===== config.mk =====
export PLATFORM = sky130hd
export DESIGN_NAME = pcgbg_front
export DESIGN_NICKNAME = d
export VERILOG_FILES = /design/src/hdl/pcgbg_pkg.sv /design/src/hdl/pcgbg_front.sv
export SDC_FILE = /design/constraint.sdc
export NUM_CORES = 1
export LEC_CHECK = 0
export ABC_CLOCK_PERIOD_IN_PS = 5300
export BUFFER_PORTS_ARGS = -buffer_cell sky130_fd_sc_hd__buf_2
export CORE_ASPECT_RATIO = 1.25
export CORE_MARGIN = 2
export CORE_UTILIZATION = 39
export DETAILED_ROUTE_END_ITERATION = 10
export PLACE_DENSITY = 0.84
export SLEW_MARGIN = 40
export SYNTH_ARGS = -nofsm -noshare
export SYNTH_HDL_FRONTEND = slang
export SYNTH_SLANG_ARGS = --single-unit

===== constraint.sdc =====
create_clock -name vclk -period 5.3
set_clock_uncertainty 0.15 [all_clocks]
set_input_delay 1.325 -clock vclk [all_inputs]
set_output_delay 1.325 -clock vclk [all_outputs]
set_load 0.03 [all_outputs]

===== src/hdl/pcgbg_pkg.sv =====
// ----------------------------------------------------------------------------
// pcgbg_pkg
// Shared constants and types for the PCG64 DXSM bounded generator.
// ----------------------------------------------------------------------------
package pcgbg_pkg;

    localparam logic [63:0] MUL_HI   = 64'd2549297995355413924;
    localparam logic [63:0] MUL_LO   = 64'd4865540595714422341;
    localparam logic [63:0] INC_HI   = 64'd6364136223846793005;
    localparam logic [63:0] INC_LO   = 64'd1442695040888963407;
    localparam logic [63:0] DXSM_MUL = 64'hda942042e4dd58b5;

    localparam int QUEUE_DEPTH = 2;

    localparam logic [1:0] OP_RAW    = 2'd0;
    localparam logic [1:0] OP_BELOW  = 2'd1;
    localparam logic [1:0] OP_RESEED = 2'd2;

    localparam logic [7:0] REG_SEED_HIGH = 8'd0;
    localparam logic [7:0] REG_SEED_LOW  = 8'd1;

    typedef enum logic [2:0] {
        K_ZERO,
        K_RAW,
        K_POW2,
        K_LEMIRE,
        K_RESEED
    } cmd_kind_t;

    typedef struct packed {
        cmd_kind_t   kind;
        logic [63:0] bound;
    } cmd_t;

    typedef enum logic [3:0] {
        S_IDLE,
        S_ADV1,
        S_ADV2,
        S_ADV3,
        S_ADV4,
        S_DX1,
        S_DX2,
        S_DX3,
        S_LEM,
        S_REM,
        S_CHECK
    } seq_state_t;

    typedef struct packed {
        logic        start;
        logic [63:0] a;
        logic [63:0] b;
    } mul_req_t;

    typedef struct packed {
        logic         done;
        logic [127:0] prod;
    } mul_rsp_t;

endpackage


===== src/hdl/pcgbg_front.sv =====
// ----------------------------------------------------------------------------
// pcgbg_front
// Accepts requests and sorts them into command kinds for the sequencer.
// ----------------------------------------------------------------------------
module pcgbg_front (
    input  logic              s_tvalid,
    output logic              s_tready,
    input  logic [1:0]        s_tuser,   // op
    input  logic [63:0]       s_tdata,   // bound
    input  logic              q_full,
    output logic              q_push,
    output pcgbg_pkg::cmd_t   q_cmd
);
    import pcgbg_pkg::*;

    logic [63:0] bound_m1;
    logic        is_pow2;

    assign bound_m1 = s_tdata - 64'd1;
    assign is_pow2  = (s_tdata & bound_m1) == 64'd0;

    assign s_tready = !q_full;
    assign q_push   = s_tvalid && !q_full;

    always_comb begin
        q_cmd.bound = s_tdata;
        case (s_tuser)
            OP_RAW:    q_cmd.kind = K_RAW;
            OP_BELOW: begin
                if (s_tdata == 64'd0) q_cmd.kind = K_ZERO;
                else if (is_pow2)     q_cmd.kind = K_POW2;
                else                  q_cmd.kind = K_LEMIRE;
            end
            OP_RESEED: q_cmd.kind = K_RESEED;
            default:   q_cmd.kind = K_ZERO;
        endcase
    end

endmodule


Word level (Yosys, flattened, before mapping) --
Index checks and enable logic that the tools add are counted.
Operators by class: add/sub/neg operators 1, equality and inequality tests 2, multiplexer cells 3, bitwise operators 1, reduce and logical (&&, ||, !) cells 5
Operators with widths (number):
- $logic_not A64 Y1 | 2
- $and A64 B64 Y64 | 1
- $sub A64 B1 Y64 const B | 1
- $pmux W3 S3 | 1
- $eq A2 B1 Y1 const B | 1
- $eq A2 B2 Y1 const B | 1
- $logic_not A2 Y1 | 1
- $mux W2 | 1
- $logic_and A1 B1 Y1 | 1
- $logic_not A1 Y1 | 1
- $mux W1 | 1
Word-level totals: flip-flop bits (word level) 0, bits of input ports 68, output and inout port bits 69, word-level logic and storage cells 12

Longest topological paths before layout --
depth after elaboration 6, gate-level depth with buffers 8, mapped depth without buffers 8

Worst setup path after synthesis --
No wires, ideal clock.
path type input to output, start point in s_tdata[20], end point out q_cmd[64] in the netlist's numbering, arrival time 3.825 ns, required time 3.825 ns, slack 0.000 ns, stages 8, buffers on the path 0, cells stage by stage or4_2 nor4_4 nand2_2 o32a_1 a211o_1 a2111oi_2 nand4_1 o31a_1
RTL lines:
- start: declaration | line pcgbg_front.sv:9 | input logic [63:0] s_tdata,
- end: declaration | line pcgbg_front.sv:12 | output pcgbg_pkg::cmd_t q_cmd

==> qor_table.md <==
| Parameter | Reported |
|:---|:---|
| Die extent in y | 72.9 microns |
| Global-route wire length before repair | 8210 microns |
| Failing checks | setup timing |
| Count of flip-flops and latches | 0 |
| Share of the synthesized area in the top cell type | 0.324 |
| Number of placed instances with taps included | 385 |
| Post-place instance area | 2190 sq um |
| CP Capture Type | output pin |
| Non-filler cells, final | 388 |
| Worst min-delay path category | in2out |
| Antenna violations before repair | 0 |
| Status | finished with violations |
| Synth-to-Final Area Change | 60.3% |
| Nature of the critical path startpoint | input port |
| Starting DRC count in detailed routing | 72 |
| Floorplan die width | 59.1 microns |
| Syn. warnings | 0 |
| Number of inserted diodes | 0 |
| Routed length per placed instance | 14.1 microns |
| Cell mode on critical path | sky130_fd_sc_hd__buf_6 |
| Mapped Avg Cell Area | 6.99 sq um |
| Relative slew slack | 0.668 |
| Post-synthesis sequential area ratio | 0 |
| Synthesized netlist cell count | 212 |
| DRC errors left | 0 |
| Via count of the first global-routing pass | 1972 |
| Power per cell area | 82.6 nW/um^2 |
| CP max FO | 5 |
| Data required time of the critical path | 3.83 ns |
| Synthesized netlist net count | 280 |
| Final design instance area without fill | 2370 sq um |
| Slowest stage cell, crit path | sky130_fd_sc_hd__or4_4 |
| Placer's final routability congestion estimate | 1.02 |
| Achievable clock frequency | 185 MHz |
| Period utilization | 1.02 |
| Post-synthesis instance area | 1480 sq um |
| Vias after detailed routing | 2108 |
| Global-route total usage across every layer | 0.234 |
| Hold buffer count at cts | 0 |
| DRT Wirelength | 5470 microns |
| Logic depth of the worst path, buffers included | 11 |
| Biggest cell delay along the critical path | 0.54 ns |
| Fin crit period | 5.42 ns |
| Final max-slew violation count | 0 |
| Cell family contributing the most delay on the critical path | simple AND/OR/NAND/NOR gates |
| DPL Wire Length | 4670 microns |
| # rows | 25 |
| Dominant cells by area after synthesis | sky130_fd_sc_hd__buf_4, sky130_fd_sc_hd__nor2_1, sky130_fd_sc_hd__o31ai_1 |
| Worst path cell trace | buf_6, or4_4, nor4_4, nand2_2, buf_6, or3_4, o41ai_2, o21ai_1, a211o_1, o31a_1, buf_6 |
| Final setup margin | -0.118 ns |
| Pre-antenna DRT Iters | 4 |
| LEAKAGE | 1.13 nW |
| Full die area | 4310 sq um |
| Gr ovfl total | 0 |
| Fin nets | 418 |
| Sequential cell area | 0 sq um |
| Initial core utilization | 0.398 |
| Number of distinct library cells after synthesis | 51 |
| Ratio of cells with drive above 1 in the final layout | 0.690 |
| Core area | 3720 sq um |
| Maximum number of pins on one net before global-route repair | 8 |
| Number of nets with antenna violations after routing | 0 |
| Count of buffering cells on the critical path with inverters included | 3 |
| Final hold vios | 0 |
| Worst hold path stage count | 3 |
| Highest ir drop seen on vdd | 0.0583 mV |
| Dominant cell type by area after synthesis | sky130_fd_sc_hd__buf_4 |
| Count of input and output buffers | 137 |
| DR vias/cell | 5.43 |
| Measured slew at the worst slew-check pin | 0.492 ns |
| Maximum Capacitance Violations | 0 |
| Setup_tns | -0.118 ns |
| Final setup vio count | 1 |
| Setup slack at placement | -0.281 ns |
| Number of clock buffer instances in the layout | 0 |
| Type of the setup path with the least slack | in2out |
| Number of top-level design ports | 137 |
| Setup repair after global routing missed its margin | true |
| Arr. time, crit path | 3.94 ns |
-- synthesized netlist by cell type, drive strengths merged, types with 4 or more instances --
library cell	instances
buf	64
nor2	18
o21ai	12
nor4	11
or3	9
nand2	8
nand3	7
a21oi	6
o31ai	6
or2	6
or4	6
nor3	5
a2111oi	4
inv	4
nand4	4
o2111ai	4
o41ai	4
-- tightest hold or removal path: stages --
cell	delay, ns
sky130_fd_sc_hd__buf_2	0.08
sky130_fd_sc_hd__inv_1	0.03
sky130_fd_sc_hd__buf_2	0.16
-- power breakdown --
part / total, mW / switching (mW) / internal [mW]
Sequential: 0 / 0 / 0
Clock: 0 / 0 / 0
Combinational: 0.196 / 0.120 / 0.0760
-- area by class of cell --
class | count | area (sq um)
inverters | 4 | 15.0
well taps | 40 | 50.0
repair buffers | 201 | 1220
multi-input cells | 143 | 1090
fillers | 339 | 1350
-- cell families after synthesis --
logic type | Yosys count | share of synthesized area
AO/OA/AOI/OAI | 60 | 0.303
adder cells (fa/ha/maj) | 1 | 0.00676
buffers and inverters | 69 | 0.337
AND/OR/NAND/NOR | 82 | 0.353
-- final timing paths --
check	from	endpoint	slack (ns)
setup / recovery	s_tdata[20]	q_cmd[64]	-0.12
hold / removal	q_full	s_tready	2.78
-- per-stage QoR --
step                hold WS (ns)  power (mW)   util
global route                2.79       0.209  0.638
CTS                         2.78       0.194  0.627
finish                      2.78       0.196  0.638
global placement            2.77       0.187  0.589
detailed placement          2.78       0.188  0.589
floorplan                   2.61       0.121      -
-- per-layer routing --
| metal | track usage | wire (microns) | up-vias | part of all wire |
|---|---|---|---|---|
| li1 | - | - | 1039 | - |
| met1 | 0.277 | 2180 | 956 | 0.40 |
| met2 | 0.465 | 2870 | 107 | 0.52 |
| met3 | 0.0124 | 359 | 6 | 0.066 |
| met4 | 0.0227 | 62 | 0 | 0.011 |
| met5 | 0 | 0 | - | 0 |
-- layout by cell type, fill, tap and decap left out, types with 3 or more instances in the layout --
cell / count
sky130_fd_sc_hd__or4_4: 5
sky130_fd_sc_hd__o21ai_0: 7
sky130_fd_sc_hd__buf_4: 59
sky130_fd_sc_hd__o41ai_2: 3
sky130_fd_sc_hd__a31oi_1: 3
sky130_fd_sc_hd__a2111oi_0: 3
sky130_fd_sc_hd__or3_1: 6
sky130_fd_sc_hd__inv_1: 4
sky130_fd_sc_hd__o21ai_1: 3
sky130_fd_sc_hd__buf_6: 8
sky130_fd_sc_hd__a21oi_1: 5
sky130_fd_sc_hd__nand4_1: 3
sky130_fd_sc_hd__nor4_1: 7
sky130_fd_sc_hd__buf_2: 133
sky130_fd_sc_hd__o2111ai_1: 3
sky130_fd_sc_hd__nor2_1: 18
sky130_fd_sc_hd__nand3_1: 7
sky130_fd_sc_hd__o32ai_1: 3
sky130_fd_sc_hd__o31ai_1: 3
sky130_fd_sc_hd__nor3_1: 4
sky130_fd_sc_hd__or2_2: 6
sky130_fd_sc_hd__nand2_1: 6
-- timing repair --
action                     in CTS  in global routing
gates cloned                    0                  0
setup endpoints to repair       2                  2
pin swaps                      17                  4
buffers inserted                3                  1
resized for setup              22                  7
Note: power is estimated with default switching activity, not from simulation.
