<file path="config.mk">
export PLATFORM = sky130hd
export DESIGN_NAME = pcgbg_fifo
export DESIGN_NICKNAME = d
export VERILOG_FILES = /design/src/hdl/pcgbg_pkg.sv /design/src/hdl/pcgbg_fifo.sv
export SDC_FILE = /design/constraint.sdc
export NUM_CORES = 1
export LEC_CHECK = 0
export BUFFER_PORTS_ARGS = -buffer_cell sky130_fd_sc_hd__buf_4
export CAP_MARGIN = 20
export CORE_UTILIZATION = 45
export DETAILED_ROUTE_END_ITERATION = 8
export GPL_TIMING_DRIVEN = 0
export PLACE_DENSITY = 0.73
export SLEW_MARGIN = 5
export SYNTH_ARGS = -nofsm -noshare
export SYNTH_HDL_FRONTEND = slang
export SYNTH_SLANG_ARGS = --single-unit
</file>
<file path="constraint.sdc">
create_clock -name aclk -period 6.7 [get_ports aclk]
set_clock_uncertainty 0.1 [all_clocks]
set_input_delay 1.34 -clock aclk [delete_from_list [all_inputs] [get_ports aclk]]
set_output_delay 1.34 -clock aclk [all_outputs]
set_load 0.01 [all_outputs]
</file>
<file path="src/hdl/pcgbg_pkg.sv">
// ----------------------------------------------------------------------------
// pcgbg_pkg
// Shared constants and types for the PCG64 DXSM bounded generator.
// ----------------------------------------------------------------------------
package pcgbg_pkg;

    localparam logic [63:0] MUL_HI   = 64'd2549297995355413924;
    localparam logic [63:0] MUL_LO   = 64'd4865540595714422341;
    localparam logic [63:0] INC_HI   = 64'd6364136223846793005;
    localparam logic [63:0] INC_LO   = 64'd1442695040888963407;
    localparam logic [63:0] DXSM_MUL = 64'hda942042e4dd58b5;

    localparam int QUEUE_DEPTH = 2;

    localparam logic [1:0] OP_RAW    = 2'd0;
    localparam logic [1:0] OP_BELOW  = 2'd1;
    localparam logic [1:0] OP_RESEED = 2'd2;

    localparam logic [7:0] REG_SEED_HIGH = 8'd0;
    localparam logic [7:0] REG_SEED_LOW  = 8'd1;

    typedef enum logic [2:0] {
        K_ZERO,
        K_RAW,
        K_POW2,
        K_LEMIRE,
        K_RESEED
    } cmd_kind_t;

    typedef struct packed {
        cmd_kind_t   kind;
        logic [63:0] bound;
    } cmd_t;

    typedef enum logic [3:0] {
        S_IDLE,
        S_ADV1,
        S_ADV2,
        S_ADV3,
        S_ADV4,
        S_DX1,
        S_DX2,
        S_DX3,
        S_LEM,
        S_REM,
        S_CHECK
    } seq_state_t;

    typedef struct packed {
        logic        start;
        logic [63:0] a;
        logic [63:0] b;
    } mul_req_t;

    typedef struct packed {
        logic         done;
        logic [127:0] prod;
    } mul_rsp_t;

endpackage

</file>
<file path="src/hdl/pcgbg_fifo.sv">
// ----------------------------------------------------------------------------
// pcgbg_fifo
// Small command queue between the front end and the sequencer.
// ----------------------------------------------------------------------------
module pcgbg_fifo #(
    parameter int DEPTH = pcgbg_pkg::QUEUE_DEPTH
) (
    input  logic            aclk,
    input  logic            aresetn,
    input  logic            push,
    input  pcgbg_pkg::cmd_t push_cmd,
    input  logic            pop,
    output pcgbg_pkg::cmd_t pop_cmd,
    output logic            full,
    output logic            empty
);
    import pcgbg_pkg::*;

    localparam int AW = (DEPTH > 1) ? $clog2(DEPTH) : 1;
    localparam int CW = $clog2(DEPTH + 1);

    cmd_t          mem [DEPTH];
    logic [AW-1:0] wr_ptr_reg, rd_ptr_reg;
    logic [CW-1:0] count_reg;

    assign full    = count_reg == CW'(DEPTH);
    assign empty   = count_reg == '0;
    assign pop_cmd = mem[rd_ptr_reg];

    always_ff @(posedge aclk) begin
        if (push) mem[wr_ptr_reg] <= push_cmd;
    end

    always_ff @(posedge aclk) begin
        if (!aresetn) begin
            wr_ptr_reg <= '0;
            rd_ptr_reg <= '0;
            count_reg  <= '0;
        end else begin
            if (push)
                wr_ptr_reg <= (wr_ptr_reg == AW'(DEPTH - 1)) ? '0 : wr_ptr_reg + 1'b1;
            if (pop)
                rd_ptr_reg <= (rd_ptr_reg == AW'(DEPTH - 1)) ? '0 : rd_ptr_reg + 1'b1;
            if (push && !pop)      count_reg <= count_reg + 1'b1;
            else if (pop && !push) count_reg <= count_reg - 1'b1;
        end
    end

endmodule

</file>
# Yosys cells after proc, flatten, opt, wreduce, memory -nomap -nowiden
# Memory sizes are Yosys's and may differ from the RTL's. A register that Yosys moved wholly into a read port is not among the register bits.
# Index checks and enable logic that the tools add are counted.
# totals
register_bits,4
mem_bits_rw,134
in_bits,71
out_inout_bits,69
word_cells,23
memories,1
# mem_list
name,words,word_bits,read_ports,rd_clocked_by_memory_dff,wr,line_no,rtl
mem,2,67,1,1,1,pcgbg_fifo.sv:22,cmd_t mem [DEPTH];
# classes
add_sub_neg,4
n_eq_ne,1
mux,8
n_reduce_logical,6
# ops
operator,count
$mux W1,6
$mux W2,2
$add A1 B1 Y1 const B,2
$add A2 B1 Y2 const B,1
$eq A2 B2 Y1 const B,1
$logic_and A1 B1 Y1,2
$logic_not A1 Y1,2
$logic_not A2 Y1,1
$reduce_bool A2 Y1,1
$sub A2 B1 Y2 const B,1

# Depth between registers and ports, before layout
# logic_depth
word_depth,4
mapped_depth,5
ltp_nobuf,5

# Worst setup path before layout
# No wires, ideal clock.
# synth_timing
kind,input-to-reg
start,input port push
end,"memory mem[0][0] (netlist bit), enable pin"
setup_ns,0.501
arrival_time_ns,4.314
required_ns,6.099
setup_slack_ns,1.785
cell_stages,1
path_buffers,0
cell_sequence,nor2b_1
# synth_between
elab_chain_cells,2
# synth_lines
item,line_no,rtl
from (decl),pcgbg_fifo.sv:10,"input logic push,"
$mux W1,pcgbg_fifo.sv:31,if (push) mem[wr_ptr_reg] <= push_cmd;
$mux W1 (implied by the code),pcgbg_fifo.sv:31,
to (decl),pcgbg_fifo.sv:22,
# No other way between the ends.

==> results.md <==
- The power density over the cells is between 300 and 400 mW/mm^2.
- The total routed wirelength is 8630 um.
- Setup slack on the worst reg-to-reg path comes out at 5.15 ns.
- The register with the most flip-flops in the layout has between 100 and 150 of them.
- The reg-to-reg startpoint is wr_ptr_reg$_SDFFE_PN0P_.
- The number of nets in the layout is 463.
- The top-level port count is 140.
- The maximum clock insertion buffer count is 2.
- The total negative slack for setup checks is 0 ns.
- Averaged over all synthesized cells, the footprint is approximately 22 sq um.
- The congestion estimate from routability-driven global placement came to around 0.66.
- The relative slew slack is 70.5%.
- The number of pins with negative max-slew slack in the final report is 0.
- The floorplan step defined a die boundary enclosing approximately 0.012 sq mm.
- The data arrival at the endpoint of the critical path is approximately 1.7 ns.
- The peak fanout along the critical path is 10.
- The worst hold path begins at count_reg[1]$_SDFFE_PN0P_.
- The global-route wire length before repair is around 13,000 um.
- The number of inserted filler cells in the final layout is between 800 and 900.
- Clock-pin slew was measured on the worst setup and hold paths at about 0.050 ns.
- The tree is rooted in a sky130_fd_sc_hd__clkbuf_16.
- The H-tree depth reported by CTS is 4.
- The initial antenna violation count is 0.
- STA classifies the critical path startpoint as a flop.
- Setup violations remaining at the end of the flow were counted as 0.
- The static leakage is roughly 2.8 nW.
- The part of the cycle the worst path needs is 46.4%.
- The number of antenna diodes in the final layout is 0.
- Row generation in the floorplan step produced 38 rows.
- Once the clock tree was built, the resizer swapped 0 gates to a different size.
- The count of synthesis-stage warnings from yosys is 0.
- Setup slack on the critical path of the routed design comes to ~3.6 ns.
- After detailed routing, the number of remaining DRC violations is 0.
- The starting density of the core is ~47%.
- The setup path with the least slack is of type flop to output port.
- Yosys mapped the design onto 19 distinct sky130hd cell types.
- The clock net sink count is between 100 and 150.
- The run finished with clean final reports.
- The worst ir drop on vdd is about 0.20 mV.
- The number of setup buffers added after CTS is 0.
- The via-per-instance ratio is 4.81.
- The worst endpoint required time is ~5.3 ns.
- In this run the remaining antenna-violating nets after routing total 0.
- The number of global-route vias before repair is 2,802.
- The critical path ends at pop_cmd[23].
- The total routing resource utilization after global routing is 15.7%.
- The number of hold violations in the final report came to 0.
- The worst-margin pin slew is approximately 0.44 ns.
- After legalization and detailed placement, the total HPWL measured about 6000 um.
- In this run the critical register-to-register path is captured at mem[1][34]$_DFFE_PP_.
- The total congestion overflow after global routing is 0.
- The cell count after synthesis came out at 230.
- The largest net degree at the start of global routing is 39.
- TritonCTS built the clock tree.
- In the final routed layout, each cell accounts on average for approximately 16 um.
- In this run, CTS created clock tree buffers numbering 17.
- The clock insertion delay at the later pin of the skew report is roughly 0.40 ns.
- The violation count after the first detailed-routing iteration is 68.
- The die is ~110 um wide.
- The via count of the routed design is between 2k and 3k.
- Buffers placed on the I/O ports in this run total about 140.
- Before CTS, the worst setup slack after placement is 3.98 ns.
- The worst setup path is captured at an output port.
- The path class of the tightest hold or removal check is flop to flop.
- In this run the standard cell core region covers between 0.01 and 0.015 sq mm.
- From synthesis to final layout, the design area changed by 38.0%.
- Static timing analysis puts the maximum clock frequency at around 320 MHz.
- The number of maximum-capacitance violations is 0.
- The time the final worst path needs with I/O delays and setup is 3.11 ns.
- Summing internal, switching and leakage power gives approximately 2.3 mW.
- The total of flip-flops plus latches after synthesis is approximately 140.
- The cell area that synthesis handed to floorplanning was around 0.0052 sq mm.
- Hold repair after CTS inserted 0 buffers.
- The number of nets produced by synthesis is between 300 and 400.
- The cell depth of the worst flop-to-flop path is 2.
- In this run the vertical extent of the chip is approximately 110 um.
- Of the cells placed in the final design, the portion with a size suffix greater than 1 is approximately three fifths.
- The first-pass iteration count of the detailed router is 4.
- Setup repair after global routing left no endpoint under its margin.
- The sequential area share after synthesis is between 70 and 80%.
power breakdown:
part | switching (mW) | total (mW) | leakage [nW] | internal [mW]
combinational | 0.106 | 0.251 | 1.16 | 0.145
sequential | 0.0122 | 1.02 | 1.30 | 1.00
clock | 0.325 | 1.04 | 0.326 | 0.716
worst min path at each step:
| stage | endpoint | slack, ns | cells after the start |
|---|---|---|---|
| 3_3_place_gp | count_reg[1]$_SDFFE_PN0P_ | 0.38 | 2 |
| 3_5_place_dp | count_reg[1]$_SDFFE_PN0P_ | 0.45 | 2 |
| 2_1_floorplan | count_reg[1]$_SDFFE_PN0P_ | 0.37 | 2 |
| 4_1_cts | count_reg[1]$_SDFFE_PN0P_ | 0.46 | 2 |
| 6_report | count_reg[1]$_SDFFE_PN0P_ | 0.46 | 2 |
| 5_1_grt | count_reg[1]$_SDFFE_PN0P_ | 0.48 | 2 |
layer usage:
layer  GRT usage (%)  vias up  share of wire, %
met2            26.5       99                53
met5               0        -                 0
met4            6.08        0              0.86
met3            6.52        9               7.5
met1            17.5     1279                39
li1                -     1227                 -
stage by stage:
| step | cell area [sq um] | util [%] | instances | hold WS [ns] |
|---|---|---|---|---|
| floorplan | 5170 | - | 230 | 0.366 |
| global placement | 6380 | 57.9 | 509 | 0.383 |
| detailed placement | 6450 | 58.5 | 512 | 0.450 |
| CTS | 7130 | 64.6 | 544 | 0.465 |
| global route | 7130 | 64.6 | 544 | 0.479 |
| finish | 7130 | 64.6 | 544 | 0.456 |
area by class of cell:
class                   instances  area (sq um)  area share, %
plain buffers                   7          56.3          0.790
clock buffers                  20           457           6.40
clock inverters                12           219           3.07
inverters                       1          3.75         0.0526
multi-input cells              83           992           13.9
flip-flops and latches        139          4120           57.8
well taps                     140           175           2.46
repair buffers                142          1100           15.5
cell usage after synthesis:
master	count	area, sq um
sky130_fd_sc_hd__a21boi_1	1	7.51
sky130_fd_sc_hd__and2_1	4	25.0
sky130_fd_sc_hd__and2b_2	1	8.76
sky130_fd_sc_hd__buf_2	3	15.0
sky130_fd_sc_hd__buf_4	1	7.51
sky130_fd_sc_hd__buf_6	3	33.8
sky130_fd_sc_hd__dfxtp_1	5	100
sky130_fd_sc_hd__edfxtp_1	134	4020
sky130_fd_sc_hd__ha_1	1	12.5
sky130_fd_sc_hd__inv_1	1	3.75
sky130_fd_sc_hd__mux2_2	37	417
sky130_fd_sc_hd__mux2_4	30	450
sky130_fd_sc_hd__nor2_1	1	3.75
sky130_fd_sc_hd__nor2b_1	2	12.5
sky130_fd_sc_hd__o21a_1	1	7.51
sky130_fd_sc_hd__o21ai_0	1	5.00
sky130_fd_sc_hd__or3_1	1	6.26
sky130_fd_sc_hd__xnor2_1	1	8.76
sky130_fd_sc_hd__xor2_1	2	17.5
logic make-up after synthesis:
group / Yosys count / share of synthesized area [%]
compound gates: 3 / 0.388
xor+xnor: 3 / 0.509
fa+ha+maj: 1 / 0.242
buf+inv: 8 / 1.16
flops: 139 / 79.8
mux: 67 / 16.8
simple gates: 9 / 1.09
cell usage in the layout, fill, tap and decap left out:
cell                         instances
sky130_fd_sc_hd__clkinvlp_4          2
sky130_fd_sc_hd__buf_2               3
sky130_fd_sc_hd__and2b_2             1
sky130_fd_sc_hd__xor2_1              2
sky130_fd_sc_hd__inv_1               1
sky130_fd_sc_hd__and2_1              3
sky130_fd_sc_hd__o21ai_0             1
sky130_fd_sc_hd__buf_12              3
sky130_fd_sc_hd__clkbuf_8            2
sky130_fd_sc_hd__and2_4              1
sky130_fd_sc_hd__mux2_4             30
sky130_fd_sc_hd__or3_1               1
sky130_fd_sc_hd__xnor2_1             1
sky130_fd_sc_hd__nor2b_4             1
sky130_fd_sc_hd__buf_4             140
sky130_fd_sc_hd__o21a_1              1
sky130_fd_sc_hd__clkinv_2            3
sky130_fd_sc_hd__clkinv_4            1
sky130_fd_sc_hd__a21boi_1            1
sky130_fd_sc_hd__edfxtp_1          134
sky130_fd_sc_hd__buf_6               3
sky130_fd_sc_hd__ha_1                1
sky130_fd_sc_hd__clkbuf_16          17
sky130_fd_sc_hd__bufinv_16           6
sky130_fd_sc_hd__dfxtp_1             5
sky130_fd_sc_hd__clkbuf_1            1
sky130_fd_sc_hd__nor2_1              1
sky130_fd_sc_hd__nor2b_1             1
sky130_fd_sc_hd__mux2_2             37
worst max-delay path, stage by stage, from the launching register on:
cell                      delay, ns
sky130_fd_sc_hd__dfxtp_1       0.37
sky130_fd_sc_hd__buf_4         0.23
sky130_fd_sc_hd__buf_6         0.21
sky130_fd_sc_hd__mux2_4        0.32
sky130_fd_sc_hd__buf_4         0.14
(Power assumes the default switching activity.)
