--- config.mk ---
export PLATFORM = sky130hd
export DESIGN_NAME = pcgbg_back
export DESIGN_NICKNAME = d
export VERILOG_FILES = /design/src/hdl/pcgbg_pkg.sv /design/src/hdl/pcgbg_back.sv
export SDC_FILE = /design/constraint.sdc
export NUM_CORES = 2
export LEC_CHECK = 0
export BUFFER_PORTS_ARGS = -buffer_cell sky130_fd_sc_hd__buf_2
export CORE_ASPECT_RATIO = 1.2
export CORE_MARGIN = 3
export CORE_UTILIZATION = 40
export CTS_BUF_LIST = sky130_fd_sc_hd__clkbuf_16
export DETAILED_ROUTE_END_ITERATION = 10
export GPL_TIMING_DRIVEN = 0
export HOLD_SLACK_MARGIN = 0.08
export SYNTH_ARGS = -nofsm -noshare
export SYNTH_HDL_FRONTEND = slang
export SYNTH_SLANG_ARGS = --single-unit
export TNS_END_PERCENT = 100
--- constraint.sdc ---
create_clock -name aclk -period 13.9 [get_ports aclk]
set_clock_uncertainty 0.15 [all_clocks]
set_input_delay 1.39 -clock aclk [delete_from_list [all_inputs] [get_ports aclk]]
set_output_delay 1.39 -clock aclk [all_outputs]
set_load 0.02 [all_outputs]
--- src/hdl/pcgbg_pkg.sv ---
// ----------------------------------------------------------------------------
// pcgbg_pkg
// Shared constants and types for the PCG64 DXSM bounded generator.
// ----------------------------------------------------------------------------
package pcgbg_pkg;

    localparam logic [63:0] MUL_HI   = 64'd2549297995355413924;
    localparam logic [63:0] MUL_LO   = 64'd4865540595714422341;
    localparam logic [63:0] INC_HI   = 64'd6364136223846793005;
    localparam logic [63:0] INC_LO   = 64'd1442695040888963407;
    localparam logic [63:0] DXSM_MUL = 64'hda942042e4dd58b5;

    localparam int QUEUE_DEPTH = 2;

    localparam logic [1:0] OP_RAW    = 2'd0;
    localparam logic [1:0] OP_BELOW  = 2'd1;
    localparam logic [1:0] OP_RESEED = 2'd2;

    localparam logic [7:0] REG_SEED_HIGH = 8'd0;
    localparam logic [7:0] REG_SEED_LOW  = 8'd1;

    typedef enum logic [2:0] {
        K_ZERO,
        K_RAW,
        K_POW2,
        K_LEMIRE,
        K_RESEED
    } cmd_kind_t;

    typedef struct packed {
        cmd_kind_t   kind;
        logic [63:0] bound;
    } cmd_t;

    typedef enum logic [3:0] {
        S_IDLE,
        S_ADV1,
        S_ADV2,
        S_ADV3,
        S_ADV4,
        S_DX1,
        S_DX2,
        S_DX3,
        S_LEM,
        S_REM,
        S_CHECK
    } seq_state_t;

    typedef struct packed {
        logic        start;
        logic [63:0] a;
        logic [63:0] b;
    } mul_req_t;

    typedef struct packed {
        logic         done;
        logic [127:0] prod;
    } mul_rsp_t;

endpackage

--- src/hdl/pcgbg_back.sv ---
// ----------------------------------------------------------------------------
// pcgbg_back
// Sequencer: LCG advance, DXSM output, masking, Lemire rejection, remainder, reseed and zero results.
// ----------------------------------------------------------------------------
module pcgbg_back (
    input  logic                aclk,
    input  logic                aresetn,
    input  logic                q_empty,
    input  pcgbg_pkg::cmd_t     q_cmd,
    output logic                q_pop,
    input  logic [63:0]         seed_high,
    input  logic [63:0]         seed_low,
    output pcgbg_pkg::mul_req_t mreq,
    input  pcgbg_pkg::mul_rsp_t mrsp,
    output logic                out_valid,
    input  logic                out_ready,
    output logic [63:0]         out_value
);
    import pcgbg_pkg::*;

    seq_state_t  state_reg, state_next;
    cmd_kind_t   kind_reg, kind_next;
    logic [63:0] bound_reg, bound_next;
    logic [63:0] lcg_hi_reg, lcg_hi_next, lcg_lo_reg, lcg_lo_next;
    logic [63:0] t_hi_reg, t_hi_next, t_lo_reg, t_lo_next;
    logic [63:0] lim_reg, lim_next;
    logic        lim_ok_reg, lim_ok_next;
    logic [63:0] rem_reg, rem_next, num_reg, num_next;
    logic [5:0]  cnt_reg, cnt_next;
    logic        out_valid_reg, out_valid_next;
    logic [63:0] value_reg, value_next;

    logic [127:0] adv_sum;
    logic [64:0]  rem_sh;
    logic [63:0]  xs, draw;

    assign adv_sum   = {t_hi_reg, t_lo_reg} + {INC_HI, INC_LO};
    assign rem_sh    = {rem_reg, num_reg[63]};
    assign xs        = mrsp.prod[63:0] ^ (mrsp.prod[63:0] >> 48);
    assign draw      = mrsp.prod[63:0];
    assign out_valid = out_valid_reg;
    assign out_value = value_reg;

    always_comb begin
        state_next     = state_reg;
        kind_next      = kind_reg;
        bound_next     = bound_reg;
        lcg_hi_next    = lcg_hi_reg;
        lcg_lo_next    = lcg_lo_reg;
        t_hi_next      = t_hi_reg;
        t_lo_next      = t_lo_reg;
        lim_next       = lim_reg;
        lim_ok_next    = lim_ok_reg;
        rem_next       = rem_reg;
        num_next       = num_reg;
        cnt_next       = cnt_reg;
        out_valid_next = out_valid_reg;
        value_next     = value_reg;
        q_pop          = 1'b0;
        mreq.start     = 1'b0;
        mreq.a         = lcg_lo_reg;
        mreq.b         = MUL_LO;

        if (out_valid_reg && out_ready) out_valid_next = 1'b0;

        case (state_reg)
            S_IDLE: begin
                if (!q_empty && !out_valid_reg) begin
                    q_pop       = 1'b1;
                    kind_next   = q_cmd.kind;
                    bound_next  = q_cmd.bound;
                    lim_ok_next = 1'b0;
                    case (q_cmd.kind)
                        K_ZERO: begin
                            out_valid_next = 1'b1;
                            value_next     = '0;
                        end
                        K_RESEED: begin
                            lcg_hi_next    = seed_high;
                            lcg_lo_next    = seed_low;
                            out_valid_next = 1'b1;
                            value_next     = '0;
                        end
                        default: begin
                            mreq.start = 1'b1;
                            state_next = S_ADV1;
                        end
                    endcase
                end
            end
            S_ADV1: begin
                if (mrsp.done) begin
                    t_hi_next  = mrsp.prod[127:64];
                    t_lo_next  = mrsp.prod[63:0];
                    mreq.start = 1'b1;
                    mreq.a     = lcg_hi_reg;
                    state_next = S_ADV2;
                end
            end
            S_ADV2: begin
                if (mrsp.done) begin
                    t_hi_next  = t_hi_reg + mrsp.prod[63:0];
                    mreq.start = 1'b1;
                    mreq.b     = MUL_HI;
                    state_next = S_ADV3;
                end
            end
            S_ADV3: begin
                if (mrsp.done) begin
                    t_hi_next  = t_hi_reg + mrsp.prod[63:0];
                    state_next = S_ADV4;
                end
            end
            S_ADV4: begin
                lcg_hi_next = adv_sum[127:64];
                lcg_lo_next = adv_sum[63:0];
                state_next  = S_DX1;
            end
            S_DX1: begin
                mreq.start = 1'b1;
                mreq.a     = lcg_hi_reg ^ (lcg_hi_reg >> 32);
                mreq.b     = DXSM_MUL;
                state_next = S_DX2;
            end
            S_DX2: begin
                if (mrsp.done) begin
                    mreq.start = 1'b1;
                    mreq.a     = xs;
                    mreq.b     = lcg_lo_reg | 64'd1;
                    state_next = S_DX3;
                end
            end
            S_DX3: begin
                if (mrsp.done) begin
                    case (kind_reg)
                        K_LEMIRE: begin
                            mreq.start = 1'b1;
                            mreq.a     = draw;
                            mreq.b     = bound_reg;
                            state_next = S_LEM;
                        end
                        K_POW2: begin
                            out_valid_next = 1'b1;
                            value_next     = draw & (bound_reg - 64'd1);
                            state_next     = S_IDLE;
                        end
                        default: begin
                            out_valid_next = 1'b1;
                            value_next     = draw;
                            state_next     = S_IDLE;
                        end
                    endcase
                end
            end
            S_LEM: begin
                if (mrsp.done) begin
                    t_hi_next = mrsp.prod[127:64];
                    t_lo_next = mrsp.prod[63:0];
                    if (mrsp.prod[63:0] >= bound_reg ||
                        (lim_ok_reg && mrsp.prod[63:0] >= lim_reg)) begin
                        out_valid_next = 1'b1;
                        value_next     = mrsp.prod[127:64];
                        state_next     = S_IDLE;
                    end else if (lim_ok_reg) begin
                        // rejected: draw again
                        mreq.start = 1'b1;
                        state_next = S_ADV1;
                    end else begin
                        // threshold (2^64 - bound) mod bound, one bit a cycle
                        num_next   = 64'd0 - bound_reg;
                        rem_next   = '0;
                        cnt_next   = '0;
                        state_next = S_REM;
                    end
                end
            end
            S_REM: begin
                if (rem_sh >= {1'b0, bound_reg})
                    rem_next = 64'(rem_sh - {1'b0, bound_reg});
                else
                    rem_next = rem_sh[63:0];
                num_next = num_reg << 1;
                cnt_next = cnt_reg + 6'd1;
                if (cnt_reg == 6'd63) begin
                    lim_next    = rem_next;
                    lim_ok_next = 1'b1;
                    state_next  = S_CHECK;
                end
            end
            S_CHECK: begin
                if (t_lo_reg < lim_reg) begin
                    mreq.start = 1'b1;
                    state_next = S_ADV1;
                end else begin
                    out_valid_next = 1'b1;
                    value_next     = t_hi_reg;
                    state_next     = S_IDLE;
                end
            end
            default: state_next = S_IDLE;
        endcase
    end

    always_ff @(posedge aclk) begin
        if (!aresetn) begin
            state_reg     <= S_IDLE;
            out_valid_reg <= 1'b0;
            lim_ok_reg    <= 1'b0;
            lcg_hi_reg    <= '0;
            lcg_lo_reg    <= '0;
        end else begin
            state_reg     <= state_next;
            out_valid_reg <= out_valid_next;
            lim_ok_reg    <= lim_ok_next;
            lcg_hi_reg    <= lcg_hi_next;
            lcg_lo_reg    <= lcg_lo_next;
        end
    end

    always_ff @(posedge aclk) begin
        kind_reg  <= kind_next;
        bound_reg <= bound_next;
        t_hi_reg  <= t_hi_next;
        t_lo_reg  <= t_lo_next;
        lim_reg   <= lim_next;
        rem_reg   <= rem_next;
        num_reg   <= num_next;
        cnt_reg   <= cnt_next;
        value_reg <= value_next;
    end

    a_pop_slot_free: assert property (@(posedge aclk) disable iff (!aresetn)
        q_pop |-> !out_valid_reg && state_reg == S_IDLE)
        else $error("command taken while a result is pending");
    a_rem_once: assert property (@(posedge aclk) disable iff (!aresetn)
        state_reg == S_REM |-> !lim_ok_reg)
        else $error("threshold recomputed within one request");
    a_result_held: assert property (@(posedge aclk) disable iff (!aresetn)
        (out_valid_reg && !out_ready) |=> out_valid_reg && $stable(value_reg))
        else $error("pending result changed before transfer");

endmodule

# --- Word level (Yosys, flattened, before mapping) ---
# Cells that the tools add are included.
totals:
  reg_bits: 591
  in_bits: 328
  output_inout_bits: 195
  word_cells: 157
op_classes:
  n_reduce_logical: 25
  n_eq_ne: 32
  mux: 73
  n_addsub: 6
  bitwise: 3
  order_cmp: 4
ops:
  columns: ["cell", "count"]
  rows:
  - ["64-bit two-way mux", 19]
  - ["64-bit one-hot mux with 2 select lines", 6]
  - ["64-bit one-hot mux with 4 select lines", 3]
  - ["129-bit two-way mux", 3]
  - ["128-bit by 127-bit adder with 128-bit output, second input constant", 1]
  - ["64-bit >= comparator", 2]
  - ["65-bit by 64-bit >= comparator with 1-bit output", 1]
  - ["65-bit two-way mux", 1]
  - ["64-bit adder", 1]
  - ["64-bit bitwise AND", 1]
  - ["64-bit < comparator", 1]
  - ["1-bit by 64-bit subtractor with 64-bit output, first input constant", 1]
  - ["64-bit by 1-bit subtractor with 64-bit output, second input constant", 1]
  - ["64-bit subtractor", 1]
  - ["64-bit by 16-bit bitwise XOR with 64-bit output", 1]
  - ["64-bit by 32-bit bitwise XOR with 64-bit output", 1]
  - ["63-bit two-way mux", 1]
  - ["4-bit two-way mux", 12]
  - ["4-bit one-hot mux with 11 select lines", 1]
  - ["2-bit inequality test, second input constant", 15]
  - ["1-bit two-way mux", 20]
  - ["6-bit two-way mux", 3]
  - ["4-bit by 3-bit equality test with 1-bit output, second input constant", 4]
  - ["4-bit equality test, second input constant", 3]
  - ["24 further kinds", 40]

# --- Longest topological paths before layout ---
depth:
  depth_word: 6
  mapped_depth: 17

# --- Worst setup path before layout ---
# OpenSTA, ideal clock, no wires.
synth_timing:
  path_kind: "input to register"
  from: "in mrsp[25] in the netlist's numbering"
  to: "reg value_reg[0], in the netlist out_value[0], enable pin"
  t_arrival_ps: 7516
  n_path_buf: 0
  setup_ps: 565
  stages: 9
  path_slack_ps: 5670
  cell_sequence: "ha_1 and4_1 nand3_1 or3_1 a32oi_1 a31oi_1 o41ai_1 nor4b_1 nor3_1"
synth_via:
  elab_chain_cells: 5
  word_cells_on_any_way: 6
  classes_between: "2 x order compare; 1 x eq/ne; 3 x reduce/logical"
synth_lines:
  columns: ["element", "line_no", "source"]
  rows:
  - ["from (decl)", "pcgbg_back.sv:14", "input pcgbg_pkg::mul_rsp_t mrsp,"]
  - ["64-bit >= comparator", "pcgbg_back.sv:160", "(lim_ok_reg && mrsp.prod[63:0] >= lim_reg)) begin"]
  - ["1-bit logical AND", "pcgbg_back.sv:160", null]
  - ["1-bit logical OR *", "pcgbg_back.sv:159", "if (mrsp.prod[63:0] >= bound_reg ||"]
  - ["2-bit inequality test (no line) *", null, null]
  - ["8-bit AND reduction (no line) *", null, null]
  - ["to (signal assigned)", "pcgbg_back.sv:229", "value_reg <= value_next;"]
  - ["to (decl)", "pcgbg_back.sv:31", "logic [63:0] value_reg, value_next;"]
# Every way passes the cells marked *; elsewhere a longest branch is shown, timed or not.
# A chain may end at the register's enable or synchronous reset.

==> run summary <==
status: finished, violations left
failing checks: capacitance limit, slew limit
#FFs+latches synth: 591
pwr dens: 200.1 nW/um2
initial core utilization: 40.40%
Post-Route WL: 288100 um
Die ar.: 116500 um2
H-tree levels: 3
placed insts: 7111
non-filler cells, final: 7266
vias in the first global route: 46210
Post-DRT Antenna Nets: 0
crit path kind: in2out
initial antenna violation count: 46
Req. time, crit path: 12.36 ns
Pre-antenna DRT Iters: 11
1st-iter DRT viols: 7130
CTS tree: yes
Synth Cell Area: 44970 um2
ys async rst share: 0%
Worst path depth: 13
Clk Latency, worst-skew pair: 0.71 ns
Vias per Instance: 6.704
via count: 48710
GP Congestion: 1.089
average wire per standard cell: 39.65 um
Post-CTS Resized: 0
Cell variety after synth: 115
Layout Nets: 6345
Rows: 134
DRC: 0
post-synth net total: 5721
CP Max Fanout: 6
Overall Power: 0.01047 W
met2 WL post-DR: 124400 um
GRT Total Usage: 47.55%
CP Data Arrival Time: 5.44 ns
most common cell in the netlist: a21oi_1
Hold Path Stages: 2
Root Driver: clkbuf_16
met3 routed WL: 33770 um
Seq/Total Area, Yosys: 36.48%
share of cells above drive strength 1: 14.80%
critical path launch point type: primary input
postcts setup bufs: 0
area of the core: 111300 um2
CTS Hold Buffers Added: 0
RSZ-0062 raised after global routing: false
Setup-failing EPs final: 0
Cell Chain, Critical Path: buf_2 > inv_1 > ha_1 > nand2b_1 > a21o_1 > a21o_1 > a21oi_1 > o2111ai_1 > a31oi_1 > o41ai_1 > nor4b_1 > a311o_1 > buf_2
Chip Width: 312.1 um
I/O pin cnt: 523
f_max: 0.1433 GHz
worst reg2reg path depth: 13
Hold Crit Class: reg2reg
Mean Syn Cell Area: 8.874 um2
largest net degree at the start of global routing: 62
Gate Count Post-Synth: 5068
synth-to-layout area growth: 16.34%
wl on met1: 100000 um
clock transition at the registers of the reported paths: 0.06 ns
period utilization: 50.21%
CP peak stage delay: 0.80 ns
Yosys top cell by area: edfxtp_1
Critical Path Sink Type: primary output
IO buf count: 522
Synth top area share: 30.51%
worst vdd ir: 0.0001500 V
Main synth FF type: edfxtp_1
post-route minimum period: 6.979 ns
hpwl dp: 235700 um
headroom to the max-slew limit: -4.770%
Lkg Pwr: 21.01 nW
CTS sink count: 591
grt ovf: 0
Area contributors post-synth: edfxtp_1 31%, ha_1 9.0%, dfxtp_1 6.0%
Post-synth top cells: 520 x a21oi_1, 507 x nand2_1, 457 x edfxtp_1
Top Metal Used: met5
EDFF count, synth: 457
Slew @ Worst Pin: 1.572 ns
Synth warnings: 0
number of max-cap violations: 1
crit path max-delay cell type: nor4b_1
chip height: 373.3 um
worst-case clock buffer depth: 3
Sum Neg Setup Slack: 0 ns
Final Hold Vio Count: 0
CTS Buf Count: 74
CP delay by family, top: compound AO/OA/AOI/OAI gates
Pins Over Slew Limit: 11
Crit path buffers/inverters: 3
first-pass GRT wire length: 381700 um
-- path summary, 6_finish.rpt --
kind                                    start             to  slack (ns)
worst max register to register   bound_reg[8]    rem_reg[62]        8.15
worst max-delay path                  mrsp[0]      mreq[128]        6.92
worst min register to register  lcg_lo_reg[1]  lcg_lo_reg[1]        0.34
worst min-delay path            lcg_lo_reg[1]  lcg_lo_reg[1]        0.34
-- cells in the final DEF (no fill, tap or decap), types with 70 or more instances in the layout --
| cell type | n |
|---|---|
| a211oi_1 | 70 |
| a21o_1 | 153 |
| a21oi_1 | 520 |
| a221o_1 | 117 |
| buf_2 | 535 |
| clkbuf_1 | 243 |
| clkbuf_16 | 77 |
| dfxtp_1 | 134 |
| edfxtp_1 | 457 |
| ha_1 | 323 |
| inv_1 | 242 |
| nand2_1 | 507 |
| nand3_1 | 132 |
| nand4_1 | 99 |
| nor2_1 | 443 |
| nor3_1 | 85 |
| o21ai_0 | 270 |
| xnor2_1 | 200 |
| xor2_1 | 97 |
-- worst register-to-register path, delay by kind of cell (launching register included) --
| kind | cells | cell delay, ns |
|---|---|---|
| DFF | 1 | 0.33 |
| adders and majority gates | 1 | 0.50 |
| buffers and inverters | 3 | 1.23 |
| and+or+nand+nor | 2 | 0.45 |
| AOI/OAI and AO/OA | 7 | 2.76 |
-- cells by family after synthesis --
logic type	count (synthesis)	synth area share (%)
fa+ha+maj	325	9.075
mux	68	1.897
simple gates	1635	17.58
flops	591	36.48
buf+inv	517	4.613
compound gates	1635	24.57
xor+xnor	297	5.784
-- power by group --
| group | switching (W) | internal (W) | leakage, nW | total (W) |
|---|---|---|---|---|
| clock | 0.000894 | 0.00112 | 1.25 | 0.00201 |
| combinational | 0.00366 | 0.00173 | 14.4 | 0.00539 |
| sequential | 0.000514 | 0.00255 | 5.33 | 0.00307 |
| total | 0.00507 | 0.00540 | 21.0 | 0.0105 |
-- cell type report --
| cell class | instances | area (um2) |
|---|---|---|
| antenna | 19 | 47.55 |
| sequential | 591 | 16410 |
| clock inverter | 58 | 452.9 |
| tap | 1496 | 1872 |
| multi-input combinational | 3960 | 26560 |
| clock buffer | 77 | 1927 |
| fill | 11270 | 59010 |
| timing repair buffer | 548 | 2972 |
| buffer | 288 | 1216 |
| inverter | 229 | 862.1 |
-- metal layers --
| layer | vias up | track usage, % |
|---|---|---|
| met3 | 1013 | 13.56 |
| met4 | 20 | 39.79 |
| met2 | 3701 | 73.11 |
| li1 | 20330 | - |
| met5 | - | 0 |
| met1 | 23650 | 54.70 |
-- stage by stage --
step	utilization, %	setup WS [ns]	hold WS (ns)	area [um2]
final	47.00	6.921	0.3375	52320
after global routing	46.96	6.862	0.3560	52270
after CTS	46.94	6.990	0.3235	52260
after detailed placement	44.80	7.013	0.3137	49880
after global placement	44.42	1.461	0.3103	49460
after floorplan	-	5.670	0.2944	44970
Power figures use the tool's default switching activity.
